--- src/rtl/core/twp_pkg.sv ---
// ----------------------------------------------------------------------------
// twp_pkg: shared types and helpers for the telemetry window packer
// Record layout, action codes, controller commands and the quantizer.
// ----------------------------------------------------------------------------
package twp_pkg;

	localparam int REC_BITS       = 57;
	localparam int WINDOW_DEFAULT = 32;

	typedef enum logic [1:0] {
		ACT_INIT = 2'd0,
		ACT_PUSH = 2'd1,
		ACT_GET  = 2'd2,
		ACT_BYTE = 2'd3
	} action_t;

	// controller -> datapath
	typedef struct packed {
		logic    capture;   // latch input transaction
		logic    clr_step;  // clear one store entry
		logic    execute;   // apply action, build result
		logic    rd_step;   // one byte-read bit step
		logic    out_load;  // load output register
	} twp_cmd_t;

	// datapath -> controller
	typedef struct packed {
		logic    is_init;
		logic    is_byte;
		logic    clr_done;
		logic    rd_done;
	} twp_sts_t;

	// floor(t/256) clamped to 0..255
	function automatic logic [7:0] quant(input logic signed [23:0] t);
		logic signed [15:0] q;
		q = 16'(t >>> 8);
		if (q < 0) return 8'd0;
		else if (q > 16'sd255) return 8'd255;
		else return q[7:0];
	endfunction

endpackage

--- src/rtl/core/twp_ctrl.sv ---
// ----------------------------------------------------------------------------
// twp_ctrl: sequencer for the telemetry window packer
// Takes a transaction, runs clear or byte-read passes, loads the output.
// ----------------------------------------------------------------------------
module twp_ctrl (
	input  logic              clk,
	input  logic              arst_n,
	input  logic              in_fire,
	input  logic              out_free,
	input  twp_pkg::twp_sts_t sts,
	output logic              in_ready,
	output twp_pkg::twp_cmd_t cmd
);

	typedef enum logic [4:0] {
		ST_IDLE  = 5'b00001,
		ST_EXEC  = 5'b00010,
		ST_CLEAR = 5'b00100,
		ST_READ  = 5'b01000,
		ST_OUT   = 5'b10000
	} state_t;

	state_t state_q, state_d;

	always_ff @(posedge clk or negedge arst_n) begin
		if (!arst_n) state_q <= ST_IDLE;
		else state_q <= state_d;
	end

	always_comb begin
		state_d  = state_q;
		cmd      = '0;
		in_ready = 1'b0;
		case (state_q)
			ST_IDLE: begin
				in_ready    = 1'b1;
				cmd.capture = in_fire;
				if (in_fire) state_d = ST_EXEC;
			end
			ST_EXEC: begin
				cmd.execute = 1'b1;
				if (sts.is_init) state_d = ST_CLEAR;
				else if (sts.is_byte) state_d = ST_READ;
				else state_d = ST_OUT;
			end
			ST_CLEAR: begin
				cmd.clr_step = 1'b1;
				if (sts.clr_done) state_d = ST_OUT;
			end
			ST_READ: begin
				cmd.rd_step = 1'b1;
				if (sts.rd_done) state_d = ST_OUT;
			end
			ST_OUT: begin
				if (out_free) begin
					cmd.out_load = 1'b1;
					state_d      = ST_IDLE;
				end
			end
			default: state_d = ST_IDLE;
		endcase
	end

endmodule

--- src/rtl/core/twp_datapath.sv ---
// ----------------------------------------------------------------------------
// twp_datapath: record store, ring pointer, quantizers, byte extraction
// Store is a memory with one registered read port; byte reads take 8 bit steps after a prime.
// ----------------------------------------------------------------------------
module twp_datapath #(
	parameter int WINDOW_RECORDS = twp_pkg::WINDOW_DEFAULT
) (
	input  logic              clk,
	input  logic              arst_n,
	input  twp_pkg::twp_cmd_t cmd,
	output twp_pkg::twp_sts_t sts,
	input  logic [1:0]        action,
	input  logic [31:0]       start_time,
	input  logic [31:0]       time_step,
	input  logic              mode_flag,
	input  logic [15:0]       battery_voltage,
	input  logic [15:0]       battery_current,
	input  logic [15:0]       rail3v3_current,
	input  logic [15:0]       rail5v_current,
	input  logic [15:0]       radio_temperature,
	input  logic [15:0]       power_temperature,
	input  logic [15:0]       battery_temperature,
	input  logic [7:0]        item_index,
	output logic [56:0]       res_rec,
	output logic [8:0]        res_count,
	output logic [31:0]       res_time,
	output logic [7:0]        res_bytes,
	output logic [7:0]        res_pbyte
);

	localparam int AW = (WINDOW_RECORDS > 1) ? $clog2(WINDOW_RECORDS) : 1;
	localparam int CW = $clog2(WINDOW_RECORDS + 1);
	localparam int RB = twp_pkg::REC_BITS;

	logic [RB-1:0] mem [WINDOW_RECORDS];
	logic [RB-1:0] rd_data_q;
	logic [AW-1:0] oldest_q, clr_q;
	logic [CW-1:0] count_q;
	logic [31:0]   time_q;

	logic [1:0]  act_q;
	logic [31:0] start_q, step_q;
	logic [7:0]  idx_q;
	logic [56:0] prec_q;
	logic [56:0] rec_q;
	logic [2:0]  bit_q;
	logic [5:0]  off_q;      // offset within record
	logic [7:0]  rk_q;       // record number
	logic        rd_wait_q;  // first read step primes memory
	logic [7:0]  pbyte_q;

	// quantized record from inputs
	logic [56:0] new_rec;
	always_comb begin
		new_rec = {mode_flag,
			twp_pkg::quant(24'($signed(battery_voltage)) * 24'sd20 - 24'sd15360),
			twp_pkg::quant(24'($signed(battery_current)) * 24'sd127 + 24'sd32512),
			twp_pkg::quant(24'($signed(rail3v3_current)) * 24'sd40),
			twp_pkg::quant(24'($signed(rail5v_current)) * 24'sd40),
			twp_pkg::quant(24'($signed(radio_temperature)) * 24'sd4 + 24'sd15360),
			twp_pkg::quant(24'($signed(power_temperature)) * 24'sd4 + 24'sd15360),
			twp_pkg::quant(24'($signed(battery_temperature)) * 24'sd4 + 24'sd15360)};
	end

	function automatic logic [AW-1:0] slot_of(input logic [AW-1:0] b, input logic [8:0] k);
		logic [9:0] s;
		s = 10'(b) + 10'(k);
		if (s >= 10'(WINDOW_RECORDS)) s = s - 10'(WINDOW_RECORDS);
		return s[AW-1:0];
	endfunction

	logic          full;
	logic [AW-1:0] wr_slot, rd_addr;
	logic          wr_en;
	assign full = (count_q == CW'(WINDOW_RECORDS));
	assign wr_slot = full ? oldest_q : slot_of(oldest_q, 9'(count_q));

	always_comb begin
		if (cmd.rd_step) rd_addr = slot_of(oldest_q, {1'b0, rk_q});
		else rd_addr = slot_of(oldest_q, {1'b0, idx_q});
	end

	assign wr_en = cmd.clr_step || (cmd.execute && act_q == twp_pkg::ACT_PUSH);

	always_ff @(posedge clk) begin
		if (wr_en) mem[cmd.clr_step ? clr_q : wr_slot] <= cmd.clr_step ? '0 : prec_q;
		rd_data_q <= mem[rd_addr];
	end

	assign sts.is_init  = (act_q == twp_pkg::ACT_INIT);
	assign sts.is_byte  = (act_q == twp_pkg::ACT_BYTE);
	assign sts.clr_done = (clr_q == AW'(WINDOW_RECORDS - 1));
	assign sts.rd_done  = !rd_wait_q && bit_q == 3'd7;

	// payload capture
	always_ff @(posedge clk) begin
		if (cmd.capture) begin
			act_q   <= action;
			start_q <= start_time;
			step_q  <= time_step;
			idx_q   <= item_index;
			prec_q  <= new_rec;
			off_q   <= '0;
			rk_q    <= '0;
		end
		if (cmd.execute) begin
			// find record number and offset of first bit: at most 35 subtracts
			// unrolled is too deep; divide by 57 via reciprocal multiply and shift
			rk_q  <= 8'((22'({idx_q, 3'd0}) * 22'd1150) >> 16);
			off_q <= 6'(11'({idx_q, 3'd0}) - 11'(
				11'((22'({idx_q, 3'd0}) * 22'd1150) >> 16) * 11'd57));
			rec_q <= (act_q == twp_pkg::ACT_PUSH) ? prec_q : '0;
		end
		if (cmd.rd_step && !rd_wait_q) begin
			if (off_q == 6'd56) begin
				off_q <= '0;
				rk_q  <= rk_q + 8'd1;
			end else begin
				off_q <= off_q + 6'd1;
			end
			pbyte_q <= {pbyte_q[6:0],
				(9'(rk_q) < 9'(count_q)) ? rd_data_q[6'd56 - off_q] : 1'b0};
		end
		if (cmd.execute) pbyte_q <= '0;
	end

	// get: the read at execute time returns data in the next cycle (ST_OUT)
	logic get_q;
	always_ff @(posedge clk or negedge arst_n) begin
		if (!arst_n) begin
			oldest_q  <= '0;
			count_q   <= '0;
			time_q    <= '0;
			clr_q     <= '0;
			bit_q     <= '0;
			rd_wait_q <= 1'b1;
			get_q     <= 1'b0;
		end else begin
			if (cmd.execute) begin
				get_q     <= (act_q == twp_pkg::ACT_GET) && (9'(idx_q) < 9'(count_q));
				rd_wait_q <= 1'b1;
				bit_q     <= '0;
				clr_q     <= '0;
				case (act_q)
					twp_pkg::ACT_INIT: begin
						oldest_q <= '0;
						count_q  <= '0;
						time_q   <= start_q;
					end
					twp_pkg::ACT_PUSH: begin
						if (full) begin
							oldest_q <= (oldest_q == AW'(WINDOW_RECORDS - 1)) ? '0
								: oldest_q + AW'(1);
							time_q   <= time_q + step_q;
						end else begin
							count_q <= count_q + CW'(1);
						end
					end
					default: ;
				endcase
			end
			if (cmd.clr_step) clr_q <= clr_q + AW'(1);
			if (cmd.rd_step) begin
				if (rd_wait_q) rd_wait_q <= 1'b0;
				else begin
					bit_q     <= bit_q + 3'd1;
					rd_wait_q <= (off_q == 6'd56);
				end
			end
		end
	end

	logic [14:0] bits_total;
	assign bits_total = 15'(count_q) * 15'd57 + 15'd7;
	assign res_rec   = get_q ? rd_data_q : rec_q;
	assign res_count = 9'(count_q);
	assign res_time  = time_q;
	assign res_bytes = 8'(15'd4 + (bits_total >> 3));
	assign res_pbyte = pbyte_q;

endmodule

--- src/rtl/core/telemetry_window_packer.sv ---
// ----------------------------------------------------------------------------
// telemetry_window_packer: sliding window of 57-bit telemetry records
// Accept to m_tvalid: push/get go through execute and output load; init adds
// one clear step per store entry; a packed byte read adds a memory prime,
// eight bit steps and one more prime if the byte crosses a record.
// One transaction at a time: s_tready returns the cycle after the result is
// loaded into the output register.
// Reset (arst_n low, asynchronous) empties the window and zeroes window time;
// store entries not covered by the count read as zero.
// ----------------------------------------------------------------------------
module telemetry_window_packer #(
	parameter int WINDOW_RECORDS = twp_pkg::WINDOW_DEFAULT
) (
	input  logic         clk,
	input  logic         arst_n,
	input  logic         s_tvalid,
	output logic         s_tready,
	// tdata: action[1:0], start_time, time_step, mode_flag, battery_voltage,
	// battery_current, rail3v3_current, rail5v_current, radio_temperature,
	// power_temperature, battery_temperature, item_index; zero pad to 192
	input  logic [191:0] s_tdata,
	output logic         m_tvalid,
	input  logic         m_tready,
	// tdata: mode_out, voltage, current, rail3v3, rail5v, radio_temp,
	// power_temp, battery_temp codes, records_held[5:0], window_time,
	// stream_bytes, packed_byte; zero pad to 112
	output logic [111:0] m_tdata
);

	twp_pkg::twp_cmd_t cmd;
	twp_pkg::twp_sts_t sts;
	logic        in_fire;
	logic [56:0] res_rec;
	logic [8:0]  res_count;
	logic [31:0] res_time;
	logic [7:0]  res_bytes, res_pbyte;
	logic        out_free;

	assign in_fire  = s_tvalid && s_tready;
	// output register frees when empty or being taken this cycle
	assign out_free = !m_tvalid || m_tready;

	twp_ctrl u_ctrl (
		.clk      (clk),
		.arst_n   (arst_n),
		.in_fire  (in_fire),
		.out_free (out_free),
		.sts      (sts),
		.in_ready (s_tready),
		.cmd      (cmd)
	);

	twp_datapath #(.WINDOW_RECORDS(WINDOW_RECORDS)) u_dp (
		.clk                 (clk),
		.arst_n              (arst_n),
		.cmd                 (cmd),
		.sts                 (sts),
		.action              (s_tdata[1:0]),
		.start_time          (s_tdata[33:2]),
		.time_step           (s_tdata[65:34]),
		.mode_flag           (s_tdata[66]),
		.battery_voltage     (s_tdata[82:67]),
		.battery_current     (s_tdata[98:83]),
		.rail3v3_current     (s_tdata[114:99]),
		.rail5v_current      (s_tdata[130:115]),
		.radio_temperature   (s_tdata[146:131]),
		.power_temperature   (s_tdata[162:147]),
		.battery_temperature (s_tdata[178:163]),
		.item_index          (s_tdata[186:179]),
		.res_rec             (res_rec),
		.res_count           (res_count),
		.res_time            (res_time),
		.res_bytes           (res_bytes),
		.res_pbyte           (res_pbyte)
	);

	// output register: record fields low-first in the bus order
	always_ff @(posedge clk or negedge arst_n) begin
		if (!arst_n) m_tvalid <= 1'b0;
		else if (cmd.out_load) m_tvalid <= 1'b1;
		else if (m_tready) m_tvalid <= 1'b0;
	end

	always_ff @(posedge clk) begin
		if (cmd.out_load)
			m_tdata <= {1'b0, res_pbyte, res_bytes, res_time, res_count[5:0],
				res_rec[7:0], res_rec[15:8], res_rec[23:16], res_rec[31:24],
				res_rec[39:32], res_rec[47:40], res_rec[55:48], res_rec[56]};
	end

	// no new transaction while a result is pending in the controller
	a_one_at_a_time: assert property (@(posedge clk) disable iff (!arst_n)
		in_fire |=> !s_tready)
		else $error("input taken while busy");

	a_load_when_free: assert property (@(posedge clk) disable iff (!arst_n)
		cmd.out_load |-> out_free)
		else $error("output overwritten");

	a_valid_held: assert property (@(posedge clk) disable iff (!arst_n)
		m_tvalid && !m_tready |=> m_tvalid)
		else $error("result dropped");

endmodule

--- config.mk ---
export PLATFORM = sky130hd
export DESIGN_NAME = telemetry_window_packer
export DESIGN_NICKNAME = d
export VERILOG_FILES = /design/src/rtl/core/twp_pkg.sv /design/src/rtl/core/twp_ctrl.sv /design/src/rtl/core/twp_datapath.sv /design/src/rtl/core/telemetry_window_packer.sv
export SDC_FILE = /design/constraint.sdc
export NUM_CORES = 2
export LEC_CHECK = 0
export ABC_AREA = 1
export ABC_CLOCK_PERIOD_IN_PS = 10200
export BUFFER_PORTS_ARGS = -buffer_cell sky130_fd_sc_hd__buf_2
export CAP_MARGIN = 20
export CORE_MARGIN = 2
export CORE_UTILIZATION = 53
export CTS_CLUSTER_SIZE = 24
export DETAILED_ROUTE_END_ITERATION = 8
export GPL_TIMING_DRIVEN = 1
export PLACE_DENSITY_LB_ADDON = 0.1
export RECOVER_POWER = 100
export SYNTH_ARGS = -nofsm -noshare
export SYNTH_HDL_FRONTEND = slang
export SYNTH_SLANG_ARGS = --single-unit
--- constraint.sdc ---
create_clock -name clk -period 10.2 [get_ports clk]
set_input_delay 2.04 -clock clk [delete_from_list [all_inputs] [get_ports clk]]
set_output_delay 2.04 -clock clk [all_outputs]
set_load 0.005 [all_outputs]
## After elaboration in Yosys (flattened, before gate mapping)

Memories as Yosys holds them, arrays and structs flattened. A register that Yosys moved wholly into a read port is not among the register bits.
Index checks and enable logic that the tools add are counted.

| storage, ports and cells | value |
|---|---|
| register bits | 380 |
| RAM bits | 1824 |
| input bits | 196 |
| output and inout bits | 114 |
| word-level logic and storage cells | 172 |
| memories kept | 1 |

Memories:

| name | depth | width | read ports | clocked after memory_dff | wr ports | RTL line | RTL |
|---|---|---|---|---|---|---|---|
| u_dp.mem | 32 | 57 | 1 | 1 | 1 | twp_datapath.sv:35 | `logic [RB-1:0] mem [WINDOW_RECORDS];` |

| cells by class | value |
|---|---|
| add/sub/neg operators | 22 |
| multipliers | 7 |
| order comparisons | 20 |
| eq/ne operators | 19 |
| mux-type cells | 59 |
| reductions and logical operators | 18 |

Operators by type and width:

| operator | count |
|---|---|
| 2-to-1 mux 57 bit | 2 |
| 2-to-1 mux 8 bit | 11 |
| 2-to-1 mux 5 bit | 16 |
| case mux 32 bit (2 select lines) | 1 |
| multiplier 16 x 4 -> 20 bit (second input constant) | 3 |
| adder 18 x 15 -> 19 bit (second input constant) | 3 |
| greater-than comparator 11 x 9 -> 1 bit (second input constant) | 3 |
| less-than comparator 11 x 1 -> 1 bit (second input constant) | 3 |
| adder 32 bit | 1 |
| greater-than comparator 16 x 9 -> 1 bit (second input constant) | 2 |
| less-than comparator 16 x 1 -> 1 bit (second input constant) | 2 |
| 2-to-1 mux 32 bit | 1 |
| greater-than comparator 15 x 9 -> 1 bit (second input constant) | 2 |
| less-than comparator 15 x 1 -> 1 bit (second input constant) | 2 |
| 2-to-1 mux 6 bit | 5 |
| case mux 5 bit (5 select lines) | 1 |
| adder 24 x 16 -> 24 bit (second input constant) | 1 |
| multiplier 16 x 8 -> 24 bit (second input constant) | 1 |
| subtractor 22 x 15 -> 23 bit (second input constant) | 1 |
| adder 5 x 8 -> 9 bit | 2 |
| >= comparator 9 x 6 -> 1 bit (second input constant) | 2 |
| multiplier 8 x 10 -> 18 bit (second input constant) | 1 |
| less-than comparator 8 x 6 -> 1 bit | 2 |
| 2-to-1 mux 1 bit | 16 |
| 37 further kinds | 61 |

## Longest topological paths before layout

| depth | value |
|---|---|
| depth after elaboration | 8 |
| mapped depth | 31 |
| gate-level depth less buffers | 31 |

## Hierarchy

From an unflattened synthesis, not the netlist that was laid out.

| second synthesis, totals | value |
|---|---|
| cell total of the unflattened synthesis | 7554 |
| area, all modules | 99223.9 um^2 |

By module, submodules not included:

| module | instances | cells an instance | area each (um^2) | seq. area each (um^2) |
|---|---|---|---|---|
| twp_datapath | 1 | 7382 | 95471.6 | 63387.0 |
| telemetry_window_packer | 1 | 120 | 3397.0 | 3358.2 |
| twp_ctrl | 1 | 52 | 355.3 | 126.4 |

## Worst setup path before layout

OpenSTA, ideal clock, no wires.

| path | value |
|---|---|
| kind | input to register |
| from | input m_tready |
| to | register m_tdata[0], enable pin |
| setup time | 0.582 ns |
| arrival | 6.685 ns |
| required time | 9.618 ns |
| slack | 2.934 ns |
| stages on the path | 2 |
| path buffers | 0 |
| path through | nor2_1 -> nor2_1 |

RTL lines:

| item | RTL line | RTL |
|---|---|---|
| from (decl) | telemetry_window_packer.sv:23 | `input logic m_tready,` |
| to (signal assigned) | telemetry_window_packer.sv:86 | `m_tdata <= {1'b0, res_pbyte, res_bytes, res_time, res_count[5:0],` |
| to (decl) | telemetry_window_packer.sv:27 | `output logic [111:0] m_tdata` |

## Worst setup path in the final report

| path | value |
|---|---|
| from | register u_ctrl.state_q[0] |
| to | memory u_dp.mem[5][51] (netlist bit), enable pin |

| on the way | value |
|---|---|
| word-level cells in the longest chain between the ends | 6 |
| elaborated cells between the ends (all ways) | 9 |
| those cells by class | 2 x eq/ne; 5 x mux; 2 x reduce/logical |

RTL lines:

| item | RTL line | RTL |
|---|---|---|
| from (decl) | twp_ctrl.sv:23 | `state_t state_q, state_d;` |
| from (signal assigned) | twp_ctrl.sv:27 | `else state_q <= state_d;` |
| equality test 5 x 2 -> 1 bit | twp_ctrl.sv:34 | `case (state_q)` |
| 2-to-1 mux 1 bit | twp_ctrl.sv:34 |  |
| logical AND 1 bit | twp_datapath.sv:83 | `assign wr_en = cmd.clr_step \|\| (cmd.execute && act_q == twp_pkg::ACT_PUSH);` |
| logical OR 1 bit | twp_datapath.sv:83 |  |
| 2-to-1 mux 1 bit (2 in a row) | twp_datapath.sv:86 | `if (wr_en) mem[cmd.clr_step ? clr_q : wr_slot] <= cmd.clr_step ? '0 : prec_q;` |
| to (decl) | twp_datapath.sv:35 |  |

Parallel ways exist; a longest one is shown, timed or not.

==> impl_metrics.env <==
export IMPL_rsz0062_at_grt="no"
export IMPL_path_max_fanout=41
export IMPL_async_flop_share_pct=2.61
export IMPL_p_total_mw=35.4
export IMPL_portBuffers=285
export IMPL_syn_inst=8366
export IMPL_syn_area_um2=99500
export IMPL_layout_common_cells="edfxtp_1 (2,129), nor2_1 (1,484), o21ai_0 (965)"
export IMPL_violations="capacitance limit, slew limit"
export IMPL_reg2regPathDepth=11
export IMPL_dr_pass1_iters=5
export IMPL_syn_nets=8946
export IMPL_die_h_um=437
export IMPL_r2r_setup_slack_ps=1770
export IMPL_ctsLongestPathBuffers=3
export IMPL_wl_per_cell_um=24.6
export IMPL_r2r_start="u_ctrl.state_q[0]$_DFFE_PN1P_"
export IMPL_grt_pass1_wl_mm=409
export IMPL_via_per_inst=5.90
export IMPL_drt_total_wl_mm=278
export IMPL_clock_latency_ps=880
export IMPL_place_area_um2=104000
export IMPL_fin_crit_ps=8430
export IMPL_ctsHoldBuffers=0
export IMPL_routabilityCongestion=0.882
export IMPL_core_um2=187000
export IMPL_hold_start="u_dp.res_pbyte[7]$_SDFFE_PP0P_"
export IMPL_synth_ff_type="edfxtp_1"
export IMPL_hold_depth=0
export IMPL_post_cts_buffers=0
export IMPL_start_util_pct=53.1
export IMPL_final_core_util_pct=59.0
export IMPL_synth_edff_count=2129
export IMPL_ys_seq_area_share_pct=67.2
export IMPL_ys_warn_count=0
export IMPL_drv_slew=1365
export IMPL_io_pins=310
export IMPL_chipWidth_um=437
export IMPL_fmax_mhz=119
export IMPL_period_share_pct=82.7
export IMPL_cap_violations=37
export IMPL_nets=9184
export IMPL_clock_skew_final_ps=39.2
export IMPL_synth_distinct_cells=64
export IMPL_yosys_register_bits=2261
export IMPL_drt_iter0_drc=7521
export IMPL_grt_overflow=0
export IMPL_layout_drive_gt1_share_pct=7.57
export IMPL_setup_viol=0
export IMPL_synth_avg_cell_area_um2=11.9
export IMPL_hold_slack_ps=431
export IMPL_area_delta_synth_final_pct=11.0
export IMPL_post_dp_hpwl_mm=155
export IMPL_slowest_delay_ps=2500
export IMPL_vias=66646
export IMPL_cp_required_ps=10640
export IMPL_design_area_um2=110000
export IMPL_tightestPinTransition_ps=4330
export IMPL_min_path_type="flip-flop to flip-flop"
export IMPL_cts_root_buf="clkbuf_16"
export IMPL_ant_nets=0
export IMPL_fin_setup_tns_ps=0
export IMPL_clkTransAtPathRegs_ps=60
export IMPL_path_class="flip-flop to flip-flop"
export IMPL_grt_use_total_pct=28.6
export IMPL_cp_slowest_cell="clkbuf_1"
export IMPL_final_hold_viol_count=0
export IMPL_min_to="m_tdata[110]$_DFFE_PP_"
export IMPL_r2r_end="u_dp.mem[5][51]$_DFFE_PP_"
export IMPL_drc=0
export IMPL_first_global_vias=63472
export IMPL_irDropWorstVdd_mv=0.514
export IMPL_final_common_cell="edfxtp_1"
export IMPL_fp_row_count=159
export IMPL_crit_path_start_kind="flip-flop"
export IMPL_htreeDepth=4
export IMPL_p_per_area_nw_per_um2=321
export IMPL_p_leak_nw=39.9
export IMPL_worst_ep_arrival_time_ps=8870
export IMPL_relSlewSlack_pct=-190
export IMPL_dieArea_um2=191000
export IMPL_cts_resized=0
export IMPL_status="finished with violations"
export IMPL_antenna_found_initial=4
export IMPL_grt_max_degree=188
export IMPL_crit_path_cell_trace="nor2_1 > clkinv_1 > nor4_1 > clkbuf_1 > inv_1 > nor2_1 > a31oi_1 > inv_1 > nand2_1 > nor2_4 > clkbuf_2"
export IMPL_cts_sinks=2261
export IMPL_cts_buffers=224
export IMPL_cts_tree="yes"
export IMPL_cp_end_kind="flip-flop"
[how the worst max path moves through the flow]
stage                             startpoint                       endpoint  slack [ps]  depth (start not counted)
3_5_place_dp                     s_tdata[90]  u_dp.prec_q[47]$_SDFFCE_PN0P_        3500                         22
6_report       u_ctrl.state_q[0]$_DFFE_PN1P_      u_dp.mem[5][51]$_DFFE_PP_        1770                         11
2_1_floorplan                       m_tready           m_tdata[0]$_DFFE_PP_        2930                          2
5_1_grt        u_ctrl.state_q[1]$_DFFE_PN0P_     u_dp.mem[23][52]$_DFFE_PP_        1700                         10
3_3_place_gp                     s_tdata[86]  u_dp.prec_q[42]$_SDFFCE_PN0P_        3470                         24
4_1_cts              u_dp.idx_q[2]$_DFFE_PP_        u_dp.off_q[5]$_DFFE_PP_        3700                         28
[cell usage after synthesis, types with 3 or more instances]
cell	count	area, um^2
edfxtp_1	2129	63900
nor2_1	1513	5680
o21ai_0	960	4800
nand2_1	689	2590
inv_1	596	2240
a21oi_1	407	2040
clkbuf_1	290	1090
ha_1	285	3570
o221ai_1	229	2010
o21ai_1	148	741
nand3_1	136	681
a31oi_1	125	782
o22ai_1	123	769
fa_1	99	1980
buf_2	88	440
dfxtp_1	73	1460
xor2_1	58	508
dfrtp_1	57	1430
mux2i_1	57	571
xnor2_1	49	429
nand4_1	36	225
buf_1	31	116
buf_4	28	210
o211ai_1	19	143
nor3_1	15	75.1
a21o_1	12	90.1
nand3b_1	12	90.1
or2_2	10	62.6
inv_2	9	33.8
nor4_1	8	50.1
o21bai_1	7	52.6
a21oi_2	5	43.8
nor2_2	5	31.3
a22o_1	4	35.0
and3_1	4	25.0
buf_6	4	45.0
o2111ai_1	4	35.0
o21a_1	4	30.0
a21boi_0	3	22.5
and2_1	3	18.8
o21ai_2	3	26.3
[through the flow]
step	setup slack (ps)	cells
after floorplan	2930	8366
after global placement	3470	10860
after detailed placement	3500	10862
after CTS	3700	11281
after global routing	1700	11295
final	1770	11296
[critical path, delay by kind of cell (launching register included)]
family / cells / cell delay (ps)
and+or+nand+nor: 5 / 2090
DFF: 1 / 370
AOI/OAI and AO/OA: 1 / 200
buffers and inverters: 5 / 5260
[metal layers]
layer / GRT usage, % / wire length [um] / vias up
met5: 0 / 0 / -
met4: 11.3 / 11800 / 0
met3: 4.00 / 20300 / 502
met2: 46.4 / 132000 / 2706
met1: 39.3 / 114000 / 32997
li1: - / - / 30441
[flip-flops by register name, summed over array words and instances, names as in the netlist]
register and flops:
u_dp.act_q 2, u_dp.count_q 6, u_dp.off_q 6, u_dp.res_time 32
u_dp.idx_q 8, u_dp.clr_q 5, u_dp.rec_q 57, u_dp.step_q 32
u_dp.bit_q 3, u_dp.prec_q 57, u_dp.rk_q 8, u_dp.rd_wait_q 1
m_tdata 111, m_tvalid 1, u_dp.rd_data_q 57, u_dp.mem 1824
u_dp.oldest_q 5, u_dp.get_q 1, u_dp.res_pbyte 8, u_dp.start_q 32
u_ctrl.state_q 5
[layout make-up]
cell class | count | area [um^2]
fill | 15219 | 76800
sequential | 2261 | 66900
multi-input combinational | 5056 | 28700
clock buffer | 322 | 6220
tap | 2495 | 3120
timing repair buffer | 454 | 2430
inverter | 607 | 2300
clock inverter | 97 | 802
antenna | 4 | 10.0
[cell families (layout without fill, tap and decap cells)]
logic type                 Yosys count  in the layout  synth area share, %
AOI/OAI and AO/OA                 2063           2063                 11.8
xor gates and xnor gates           109            109                0.975
adders and majority gates          384            384                 5.58
buffers and inverters             1049           1480                 4.21
DFF                               2261           2261                 67.2
muxes                               57             57                0.574
other                                1              5              0.00377
and+or+nand+nor                   2442           2442                 9.68
[where the power goes]
part | switching (mW) | internal (mW)
clock network | 3.51 | 4.42
registers | 0.364 | 11.5
logic | 10.8 | 4.81
total | 14.7 | 20.8
(Power assumes the default switching activity.)
